`src/tpmm_pkg.sv`:
```
package tpmm_pkg;

   // Number of tasks, each owning one row of page registers.
   localparam int TASKS = 16;
   localparam int REGS_PER_TASK = 16;
   localparam int TASK_W = (TASKS > 1) ? $clog2(TASKS) : 1;
   localparam int REG_W = $clog2(REGS_PER_TASK);
   localparam int TABLE_DEPTH = TASKS * REGS_PER_TASK;
   localparam int TABLE_AW = TASK_W + REG_W;

   localparam int PAGE_BYTES = 4096;
   localparam int ROM_BYTES = 16384;
   localparam int OFF_W = $clog2(PAGE_BYTES);
   localparam int ROM_W = $clog2(ROM_BYTES);

   localparam logic [10:0] RAM_SIZE_RESET = 11'd256;
   localparam logic [7:0] DATA_NO_WRITE = 8'hC0;
   localparam logic [7:0] ROM_PAGE_LAST_PLAIN = 8'hFB;
   localparam logic [19:0] ROM_TOP_BASE = 20'h03F00;
   localparam logic [15:0] IO_START = 16'hFC00;
   localparam logic [15:0] TOP_WINDOW = 16'hFF00;
   localparam logic [15:0] ROM_UNMAPPED_START = 16'hC000;
   localparam logic [7:0] CTRL_TASK_MASK = 8'h0F;
   localparam int CTRL_MAP_OFF_BIT = 6;
   localparam int CTRL_NMI_OFF_BIT = 7;

   typedef enum logic [1:0] {
      OP_REG_WRITE = 2'd0,
      OP_REG_READ = 2'd1,
      OP_CTRL_WRITE = 2'd2,
      OP_MEM_ACCESS = 2'd3
   } op_type;

   typedef enum logic [1:0] {
      TGT_RAM = 2'd0,
      TGT_ROM = 2'd1,
      TGT_IO = 2'd2
   } target_type;

   typedef struct packed {
      logic [1:0] operation;
      logic [3:0] reg_index;
      logic [15:0] cpu_address;
      logic [7:0] data;
      logic is_write;
   } req_type;

   typedef struct packed {
      logic [7:0] read_data;
      logic [19:0] phys_address;
      logic [1:0] target;
      logic write_enable;
      logic second_cpu_nmi;
      logic map_enabled;
      logic [3:0] current_task;
   } rsp_type;

   // One item on its way from the front end to the translation stage,
   // with the control state as it stands after that item.
   typedef struct packed {
      req_type item;
      logic [3:0] task_sel;
      logic map_on;
      logic nmi;
   } stage_type;

   // Task number from the low nibble of a control write, reduced modulo TASKS.
   function automatic logic [3:0] task_of(input logic [3:0] value);
      logic [4:0] v;
      v = {1'b0, value};
      for (int i = 0; i < 8; i++) begin
         if (v >= 5'(TASKS)) begin
            v = v - 5'(TASKS);
         end
      end
      return v[3:0];
   endfunction

endpackage

```
`src/tpmm_ram.sv`:
```
module tpmm_ram #(
   parameter int WIDTH = 8,
   parameter int DEPTH = 256
) (
   input logic clock,
   input logic wr_en,
   input logic [$clog2(DEPTH)-1:0] wr_addr,
   input logic [WIDTH-1:0] wr_data,
   input logic [$clog2(DEPTH)-1:0] rd_addr,
   output logic [WIDTH-1:0] rd_data
);

   logic [WIDTH-1:0] mem [DEPTH];
   logic [WIDTH-1:0] rd_data_ff;

   always_ff @(posedge clock) begin
      if (wr_en) begin
         mem[wr_addr] <= wr_data;
      end
      rd_data_ff <= mem[rd_addr];
   end

   assign rd_data = rd_data_ff;

endmodule

```
`src/tpmm_table.sv`:
```
module tpmm_table (
   input logic clock,
   input logic reset,
   input logic wr_en,
   input logic [tpmm_pkg::TABLE_AW-1:0] wr_addr,
   input logic [7:0] wr_data,
   input logic [tpmm_pkg::TABLE_AW-1:0] rd_addr,
   output logic [7:0] rd_entry
);

   // A register that was never written since reset reads as zero.
   logic [tpmm_pkg::TABLE_DEPTH-1:0] valid_ff;
   logic [tpmm_pkg::TABLE_DEPTH-1:0] valid_in;
   logic valid_rd_ff;
   logic [7:0] ram_data;

   tpmm_ram #(
      .WIDTH(8),
      .DEPTH(tpmm_pkg::TABLE_DEPTH)
   ) u_ram (
      .clock(clock),
      .wr_en(wr_en),
      .wr_addr(wr_addr),
      .wr_data(wr_data),
      .rd_addr(rd_addr),
      .rd_data(ram_data)
   );

   always_comb begin
      valid_in = valid_ff;
      if (wr_en) begin
         valid_in[wr_addr] = 1'b1;
      end
   end

   always_ff @(posedge clock) begin
      if (reset) begin
         valid_ff <= '0;
         valid_rd_ff <= 1'b0;
      end else begin
         valid_ff <= valid_in;
         valid_rd_ff <= valid_ff[rd_addr];
      end
   end

   assign rd_entry = valid_rd_ff ? ram_data : 8'h00;

endmodule

```
`src/tpmm_xlate.sv`:
```
module tpmm_xlate (
   input logic clock,
   input logic reset,
   input logic accept,
   input tpmm_pkg::stage_type stage,
   input logic [7:0] entry,
   input logic [10:0] ram_size_kb,
   output logic rsp_valid,
   output tpmm_pkg::rsp_type rsp_item
);

   tpmm_pkg::stage_type stage_ff;
   logic stage_valid_ff;
   tpmm_pkg::rsp_type rsp_ff;
   tpmm_pkg::rsp_type rsp_in;
   logic rsp_valid_ff;

   logic [15:0] addr;
   logic [tpmm_pkg::OFF_W-1:0] off;
   logic page_ram;
   logic rom_high;
   logic is_io;
   logic [19:0] phys;
   tpmm_pkg::target_type tgt;

   always_ff @(posedge clock) begin
      if (accept) begin
         stage_ff <= stage;
      end
      if (stage_valid_ff) begin
         rsp_ff <= rsp_in;
      end
   end

   always_ff @(posedge clock) begin
      if (reset) begin
         stage_valid_ff <= 1'b0;
         rsp_valid_ff <= 1'b0;
      end else begin
         stage_valid_ff <= accept;
         rsp_valid_ff <= stage_valid_ff;
      end
   end

   always_comb begin
      addr = stage_ff.item.cpu_address;
      off = addr[tpmm_pkg::OFF_W-1:0];
      page_ram = ({1'b0, entry, 2'b01} < ram_size_kb);
      rom_high = (entry > tpmm_pkg::ROM_PAGE_LAST_PLAIN);
      is_io = (addr >= tpmm_pkg::IO_START) && (addr < tpmm_pkg::TOP_WINDOW);
      phys = '0;
      tgt = tpmm_pkg::TGT_ROM;
      if (is_io) begin
         tgt = tpmm_pkg::TGT_IO;
      end else if (!stage_ff.map_on) begin
         if (addr < tpmm_pkg::ROM_UNMAPPED_START) begin
            tgt = tpmm_pkg::TGT_RAM;
            phys = {4'h0, addr};
         end else if (addr < tpmm_pkg::IO_START) begin
            phys = 20'(addr[tpmm_pkg::ROM_W-1:0]);
         end else begin
            phys = tpmm_pkg::ROM_TOP_BASE | {12'h000, addr[7:0]};
         end
      end else if (page_ram) begin
         tgt = tpmm_pkg::TGT_RAM;
         phys = {entry[7:0], off};
      end else if (addr >= tpmm_pkg::TOP_WINDOW) begin
         if (rom_high) begin
            phys = tpmm_pkg::ROM_TOP_BASE | {12'h000, addr[7:0]};
         end else begin
            phys = {12'h000, addr[7:0]};
         end
      end else if (rom_high) begin
         phys = 20'({entry[1:0], off});
      end else begin
         phys = 20'(off);
      end
   end

   always_comb begin
      rsp_in = '0;
      rsp_in.second_cpu_nmi = stage_ff.nmi;
      rsp_in.map_enabled = stage_ff.map_on;
      rsp_in.current_task = stage_ff.task_sel;
      unique case (tpmm_pkg::op_type'(stage_ff.item.operation))
         tpmm_pkg::OP_REG_READ: begin
            rsp_in.read_data = entry;
         end
         tpmm_pkg::OP_MEM_ACCESS: begin
            rsp_in.phys_address = phys;
            rsp_in.target = tgt;
            rsp_in.write_enable = stage_ff.item.is_write && (tgt == tpmm_pkg::TGT_RAM)
               && (stage_ff.item.data != tpmm_pkg::DATA_NO_WRITE);
         end
         tpmm_pkg::OP_REG_WRITE, tpmm_pkg::OP_CTRL_WRITE: begin
         end
         default: begin
         end
      endcase
   end

   assign rsp_valid = rsp_valid_ff;
   assign rsp_item = rsp_ff;

endmodule

```
`src/task_page_memory_mapper_top.sv`:
```
// Paged memory mapper: turns a 16-bit CPU address into a 20-bit RAM or ROM
// byte address or an I/O target through per-task page registers in one table memory.
// Commands enter on req_item and are taken at any clock edge where start is
// high; busy stays low, so a new command may be issued every cycle.
// Each command gives exactly one beat on rsp_item, marked by rsp_valid for
// one cycle, after the translation stage and response registers. The receiver
// must take every beat; there is no way to hold results back.
// Throughput is one command per clock. The page table is a single-port-read,
// single-port-write memory: a register write goes in on the edge that takes
// the command, and a lookup is read on that same edge, so the one read port
// sets the one-per-clock figure.
// The RAM size register is written through the csr_ channel, one beat
// carrying the size in kilobytes; it should only change while no command
// is in flight.
// Reset clears task select, mapping enable and NMI level, sets the RAM size
// to 256 KB and marks every page register as zero through a valid bit per
// entry, so no clearing pass is needed and commands are taken right away.
module task_page_memory_mapper_top (
   input logic clock,
   input logic reset,
   input logic start,
   output logic busy,
   input tpmm_pkg::req_type req_item,
   output logic rsp_valid,
   output tpmm_pkg::rsp_type rsp_item,
   input logic csr_valid,
   output logic csr_ready,
   input logic [10:0] csr_data
);

   logic accept;
   logic [3:0] task_ff;
   logic [3:0] task_in;
   logic map_on_ff;
   logic map_on_in;
   logic nmi_ff;
   logic nmi_in;
   logic [10:0] ram_size_ff;
   logic [3:0] row_index;
   logic [tpmm_pkg::TABLE_AW-1:0] table_addr;
   logic table_wr;
   logic [7:0] entry;
   tpmm_pkg::stage_type stage;

   // Every edge can take a command and every beat on the csr port is taken.
   assign busy = 1'b0;
   assign csr_ready = 1'b1;
   assign accept = start && !busy;

   // Control writes update the task, mapping enable and NMI on the accepting edge.
   always_comb begin
      task_in = task_ff;
      map_on_in = map_on_ff;
      nmi_in = nmi_ff;
      if (accept && (req_item.operation == tpmm_pkg::OP_CTRL_WRITE)) begin
         task_in = tpmm_pkg::task_of(req_item.data[3:0] & tpmm_pkg::CTRL_TASK_MASK[3:0]);
         map_on_in = !req_item.data[tpmm_pkg::CTRL_MAP_OFF_BIT];
         nmi_in = !req_item.data[tpmm_pkg::CTRL_NMI_OFF_BIT];
      end
   end

   always_ff @(posedge clock) begin
      if (reset) begin
         task_ff <= '0;
         map_on_ff <= 1'b0;
         nmi_ff <= 1'b0;
         ram_size_ff <= tpmm_pkg::RAM_SIZE_RESET;
      end else begin
         task_ff <= task_in;
         map_on_ff <= map_on_in;
         nmi_ff <= nmi_in;
         if (csr_valid && csr_ready) begin
            ram_size_ff <= csr_data;
         end
      end
   end

   // Register commands index the row directly; memory accesses use the
   // logical page number. Both use the task selected before this command.
   assign row_index = (req_item.operation == tpmm_pkg::OP_MEM_ACCESS)
      ? req_item.cpu_address[15:12] : req_item.reg_index;
   assign table_addr = {task_ff[tpmm_pkg::TASK_W-1:0], row_index[tpmm_pkg::REG_W-1:0]};
   assign table_wr = accept && (req_item.operation == tpmm_pkg::OP_REG_WRITE);

   tpmm_table u_table (
      .clock(clock),
      .reset(reset),
      .wr_en(table_wr),
      .wr_addr(table_addr),
      .wr_data(req_item.data),
      .rd_addr(table_addr),
      .rd_entry(entry)
   );

   always_comb begin
      stage.item = req_item;
      stage.task_sel = task_in;
      stage.map_on = map_on_in;
      stage.nmi = nmi_in;
   end

   tpmm_xlate u_xlate (
      .clock(clock),
      .reset(reset),
      .accept(accept),
      .stage(stage),
      .entry(entry),
      .ram_size_kb(ram_size_ff),
      .rsp_valid(rsp_valid),
      .rsp_item(rsp_item)
   );

endmodule
```
`config.mk`:
```
export PLATFORM = sky130hd
export DESIGN_NAME = task_page_memory_mapper_top
export DESIGN_NICKNAME = d
export VERILOG_FILES = /design/src/tpmm_pkg.sv /design/src/tpmm_ram.sv /design/src/tpmm_table.sv /design/src/tpmm_xlate.sv /design/src/task_page_memory_mapper_top.sv
export SDC_FILE = /design/constraint.sdc
export NUM_CORES = 2
export LEC_CHECK = 0
export BUFFER_PORTS_ARGS = -buffer_cell sky130_fd_sc_hd__buf_2
export CORE_MARGIN = 1.5
export CORE_UTILIZATION = 55
export CTS_CLUSTER_DIAMETER = 100
export DETAILED_ROUTE_END_ITERATION = 8
export GPL_ROUTABILITY_DRIVEN = 0
export PLACE_DENSITY_LB_ADDON = 0.12
export REMOVE_ABC_BUFFERS = 1
export SYNTH_ARGS = -nofsm -noshare
export SYNTH_HDL_FRONTEND = slang
export SYNTH_HIERARCHICAL = 1
export SYNTH_SLANG_ARGS = --single-unit
```
`constraint.sdc`:
```
create_clock -name clock -period 7.1 [get_ports clock]
set_input_delay 0.355 -clock clock [delete_from_list [all_inputs] [get_ports clock]]
set_output_delay 0.355 -clock clock [all_outputs]
set_load 0.05 [all_outputs]
```
### Yosys cells after proc, flatten, opt, wreduce, memory -nomap -nowiden

Memory sizes are Yosys's and may differ from the RTL's. A register that Yosys moved wholly into a read port is not among the register bits.
Index checks and enable logic that the tools add are counted.

* output and inout bits: 40
* memory bits (writable): 2048
* bits of input ports: 46
* memories: 1
* word-level logic and storage cells: 72
* bits in registers: 346

Memories
* u_table.u_ram.mem: words 256, bits a word 8, rd ports 1, clocked after Yosys merged registers in 1, write ports 1, line tpmm_ram.sv:13 `logic [WIDTH-1:0] mem [DEPTH];`

* reductions and logical operators: 11
* bitwise operators: 2
* mux-type cells: 22
* eq/ne operators: 5
* magnitude comparators: 9

Operator list (count)
* 256-bit OR: 1
* 20-bit 2-to-1 mux: 4
* 16-bit < comparator, second input constant: 3
* 14-bit 2-to-1 mux: 3
* 16-bit greater-or-equal comparator, second input constant: 2
* 10-bit by 11-bit < comparator with 1-bit output: 1
* 8-bit by 9-bit < comparator with 1-bit output, second input constant: 1
* 1-bit binary-select mux with 8-bit select: 1
* 1-bit demux with 8-bit select: 1
* 8-bit by 1-bit greater-or-equal comparator with 1-bit output, second input constant: 1
* 8-bit greater-than comparator, second input constant: 1
* 1-bit 2-to-1 mux: 8
* 4-bit 2-to-1 mux: 2
* 8-bit 2-to-1 mux: 1
* 8-bit inequality test, second input constant: 1
* 2-bit equality test, second input constant: 3
* 1-bit logical AND: 6
* 2-bit zero test: 2
* 2-bit 2-to-1 mux: 2
* 2-bit by 1-bit equality test with 1-bit output, second input constant: 1
* 1-bit zero test: 2
* 2-bit OR reduction: 1
* 1-bit NOT: 1

### Logic depth before layout (Yosys ltp)

* depth after elaboration: 8
* gate-level depth with buffers: 13

### Hierarchy

The synthesis kept the hierarchy.

Modules (own cells, without submodules)
* tpmm_ram: cells each 3733, times used 1, sequential area each 61659.1 um^2, area an instance 79556.3 um^2
* tpmm_table: cells each 1112, times used 1, sequential area each 5144.9 um^2, area an instance 10442.5 um^2
* tpmm_xlate: cells each 167, times used 1, sequential area each 2142.1 um^2, area an instance 2801.4 um^2
* task_page_memory_mapper_top: cells each 81, times used 1, sequential area each 340.3 um^2, area an instance 833.3 um^2

### Least setup slack after synthesis

Ideal clock, no wire load.

* kind: input to register
* start: input req_item[29] in the netlist's numbering
* end: register u_table.u_ram.rd_data_ff[2] (netlist: u_table/u_ram/rd_data[2]) (read register of u_table.u_ram.mem)
* required time: 6969 ps
* arrival time: 2639 ps
* library setup time: 131 ps
* path buffers: 4
* slack: 4330 ps
* stages on the path: 11
* cells stage by stage: nand2_1 -> mux2_2 -> buf_6 -> buf_12 -> buf_8 -> buf_2 -> mux4_2 -> a22oi_1 -> a21oi_1 -> nor4_1 -> nor4_2

* word-level cells in the longest chain between the ends: 2

RTL lines
* from (decl): line task_page_memory_mapper_top.sv:23 `input tpmm_pkg::req_type req_item,`
* 2-bit equality test: line task_page_memory_mapper_top.sv:80 `assign row_index = (req_item.operation == tpmm_pkg::OP_MEM_ACCESS)`
* 4-bit 2-to-1 mux: line task_page_memory_mapper_top.sv:81 `? req_item.cpu_address[15:12] : req_item.reg_index;`
* named net row_index[0]: line task_page_memory_mapper_top.sv:39 `logic [3:0] row_index;`
* to (decl): line tpmm_ram.sv:14 `logic [WIDTH-1:0] rd_data_ff;`

The timed path passes the listed nets, and every way through them passes these cells.
A chain may end at the register's enable or synchronous reset.

### Final worst setup path

* start: input req_item[29] in the netlist's numbering
* end: memory u_table.u_ram.mem[130][7] (enable)

RTL lines (line)
* 2-bit equality test: task_page_memory_mapper_top.sv:80
* 4-bit 2-to-1 mux: task_page_memory_mapper_top.sv:81
* named net row_index[1]: task_page_memory_mapper_top.sv:39
* to (decl): tpmm_ram.sv:13

The timed path passes the listed nets, and every way through them passes these cells.

==> reports/summary.txt <==
Number of cells produced by synthesis: 5090
Yosys warnings: 6
Clock Latency Late Sink: 0.87 ns
Post-place setup slack: 2.27 ns
Area of the core: 169000 um2
Number of non-filler instances in the completed layout: 7659
Nets: 5304
Maximum number of pins on one net before global-route repair: 150
Total via count in the routed design: 49272
WL per Instance: 30.0 um
Violated checks: negative hold slack
Worst reg2reg startpoint: task_ff[0]
Number of global-route vias before repair: 48587
Total power divided by cell area: 280 nW/um2
Initial DRT Pass Iterations: 5
First-pass GRT wire length: 335000 um
Horizontal die dimension: 416 um
Combined global-route utilization of all metal layers: 26.6%
Slew Limit Headroom: 18.9%
Setup repair after global routing missed its margin: false
Root cell of the clock tree: sky130_fd_sc_hd__clkbuf_16
Min-delay worst type: in -> reg
Final hold violations: 17
# DRC: 0
Worst endpoint data arrival time: 5.00 ns
Peak Freq: 221 MHz
CTS tree: done
Clock Skew: 0.0247 ns
Number of sinks on the clock net: 2401
Fill cell instance count of the final layout: 12078
Worst setup path start: req_item[29]
Core Util, Final: 61.4%
Share of the clock period used by the worst path after layout: 63.7%
Worst Max-Slew Pin Slew: 1.21 ns
Maximum capacitance violations: 0
Proportion of layout cells with a drive suffix above 1: 19.7%
Setup crit start kind: input port
Antenna violations before repair: 8
Crit-path max FO: 60
Site row count: 151
Final HPWL from detailed placement: 136000 um
Iteration-0 DRC count of the detailed router: 5433
Total negative slack for setup checks: 0 ns
Minimum clock period after layout: 4.52 ns
Antenna-violating nets left: 0
Effective utilization at floorplan: 55.3%
IO Count: 86
Die height: 416 um
Post-synthesis instance area: 93600 um2
Power after layout: 29.1 mW
Critical path capture point type: flop
Endpoint required time on the critical path: 7.58 ns
Area Growth Syn to Fin: 11.0%
Leakage: 33.1 nW
Placed Instances: 7178
Clock-pin slew on the worst setup and hold paths: 0.06 ns
Number of pins exceeding their max-slew limit in the final report: 0
Post-CTS Resized: 0
Post-place instance area: 96000 um2
Die outline area: 173000 um2
H-tree level count: 4
Via-to-Cell Ratio: 6.43
Final setup slack of the worst path: 2.58 ns
Total detailed-routing wirelength: 229000 um
Total grt overflow: 0
Run status: finished with violations
Layout Cell Area excl Fill: 104000 um2
Worst IR drop on VDD: 260 uV
Number of setup violations in the final report: 0
Category of the critical setup timing path: in -> reg
Min-delay src: req_item[2]
Mean Syn Cell Area: 18.4 um2
Buffers on Ports: 82
Total CTS buffers: 233
Final hold slack: -0.0110 ns
Deepest clock path buffer count: 3
## critical path, stage by stage
cell and delay, ns:
sky130_fd_sc_hd__dlygate4sd3_1 0.53, sky130_fd_sc_hd__buf_2 0.17, sky130_fd_sc_hd__nand2_1 0.20, sky130_fd_sc_hd__mux2_8 0.71
sky130_fd_sc_hd__nor2b_1 0.69, sky130_fd_sc_hd__nand3_2 1.09, sky130_fd_sc_hd__nor2_1 1.12
## where the power goes
| group | leakage, nW | internal (mW) | total [mW] | switching [mW] |
|---|---|---|---|---|
| clock network | 3.59 | 6.73 | 11.9 | 5.15 |
| logic | 8.18 | 0.628 | 1.77 | 1.14 |
| registers | 21.4 | 15.4 | 15.4 | 0.0427 |
| total | 33.1 | 22.8 | 29.1 | 6.34 |
## final cells by class
type | count | area (um2) | area share, %
antenna | 2 | 5.00 | 0.00482
timing repair buffer | 253 | 2070 | 1.99
sequential | 2401 | 69300 | 66.7
multi-input combinational | 2344 | 22400 | 21.6
clock buffer | 306 | 6240 | 6.01
inverter | 17 | 63.8 | 0.0614
tap | 2218 | 2780 | 2.67
clock inverter | 118 | 1070 | 1.03
## placed cells by master, fill, tap and decap left out, types with 12 or more instances in the layout
cell type	count
sky130_fd_sc_hd__and2_0	16
sky130_fd_sc_hd__bufinv_16	16
sky130_fd_sc_hd__a21oi_1	362
sky130_fd_sc_hd__nand3_1	40
sky130_fd_sc_hd__mux4_1	17
sky130_fd_sc_hd__a221oi_1	16
sky130_fd_sc_hd__buf_4	104
sky130_fd_sc_hd__clkbuf_16	234
sky130_fd_sc_hd__mux4_2	489
sky130_fd_sc_hd__a22oi_1	139
sky130_fd_sc_hd__nand2b_1	26
sky130_fd_sc_hd__dlygate4sd3_1	55
sky130_fd_sc_hd__edfxtp_1	2118
sky130_fd_sc_hd__o221ai_1	48
sky130_fd_sc_hd__clkbuf_8	12
sky130_fd_sc_hd__mux2i_1	183
sky130_fd_sc_hd__buf_12	12
sky130_fd_sc_hd__and2_1	33
sky130_fd_sc_hd__a211oi_1	22
sky130_fd_sc_hd__clkinv_2	44
sky130_fd_sc_hd__o21ai_0	17
sky130_fd_sc_hd__nor4_1	26
sky130_fd_sc_hd__nand4_1	18
sky130_fd_sc_hd__dfxtp_1	279
sky130_fd_sc_hd__clkbuf_1	60
sky130_fd_sc_hd__clkinv_1	43
sky130_fd_sc_hd__nand2_1	55
sky130_fd_sc_hd__nor2b_1	37
sky130_fd_sc_hd__o211ai_1	12
sky130_fd_sc_hd__buf_2	73
sky130_fd_sc_hd__o22ai_1	36
sky130_fd_sc_hd__nor2_1	577
sky130_fd_sc_hd__inv_1	15
sky130_fd_sc_hd__nor3_1	35
## state kept, by name (all words and copies together) (netlist names)
signal and cells:
u_xlate/addr 16, u_xlate/rsp_in 6, u_table/u_ram/mem 2048, u_xlate/rsp_valid 1, u_xlate/stage_ff 11, u_table/u_ram/rd_data 8
u_table/valid_rd_ff 1, u_xlate/stage_valid_ff 1, task_ff 4, ram_size_ff 10, map_on_ff 1, u_table/valid_ff 256
u_xlate/rsp_item 37, nmi_ff 1
## what timing repair did
item / CTS / global route
hold buffers: 55 / 0
hold endpoints to repair: 363 / 0
setup buffers: 0 / 0
endpoints found under the setup margin: 0 / 0
## final timing paths
| path | slack, ns | to | cells past startpoint |
|---|---|---|---|
| worst max register to register | 3.36 | u_table/u_ram/mem[219][2] | 5 |
| worst max-delay path | 2.58 | u_table/u_ram/mem[130][7] | 7 |
| worst min register to register | 0.43 | u_xlate/rsp_item[5] | 0 |
| worst min-delay path | -0.01 | u_table/u_ram/mem[253][1] | 1 |
## metal layers
| layer | up-vias | part of all wire (%) | GRT usage [%] |
|---|---|---|---|
| met1 | 25899 | 42 | 39.6 |
| met3 | 341 | 8.4 | 4.48 |
| li1 | 20849 | - | - |
| met4 | 2 | 2.4 | 6.96 |
| met5 | - | 0.0057 | 0 |
| met2 | 2181 | 47 | 41.3 |
(Power assumes the default switching activity.)
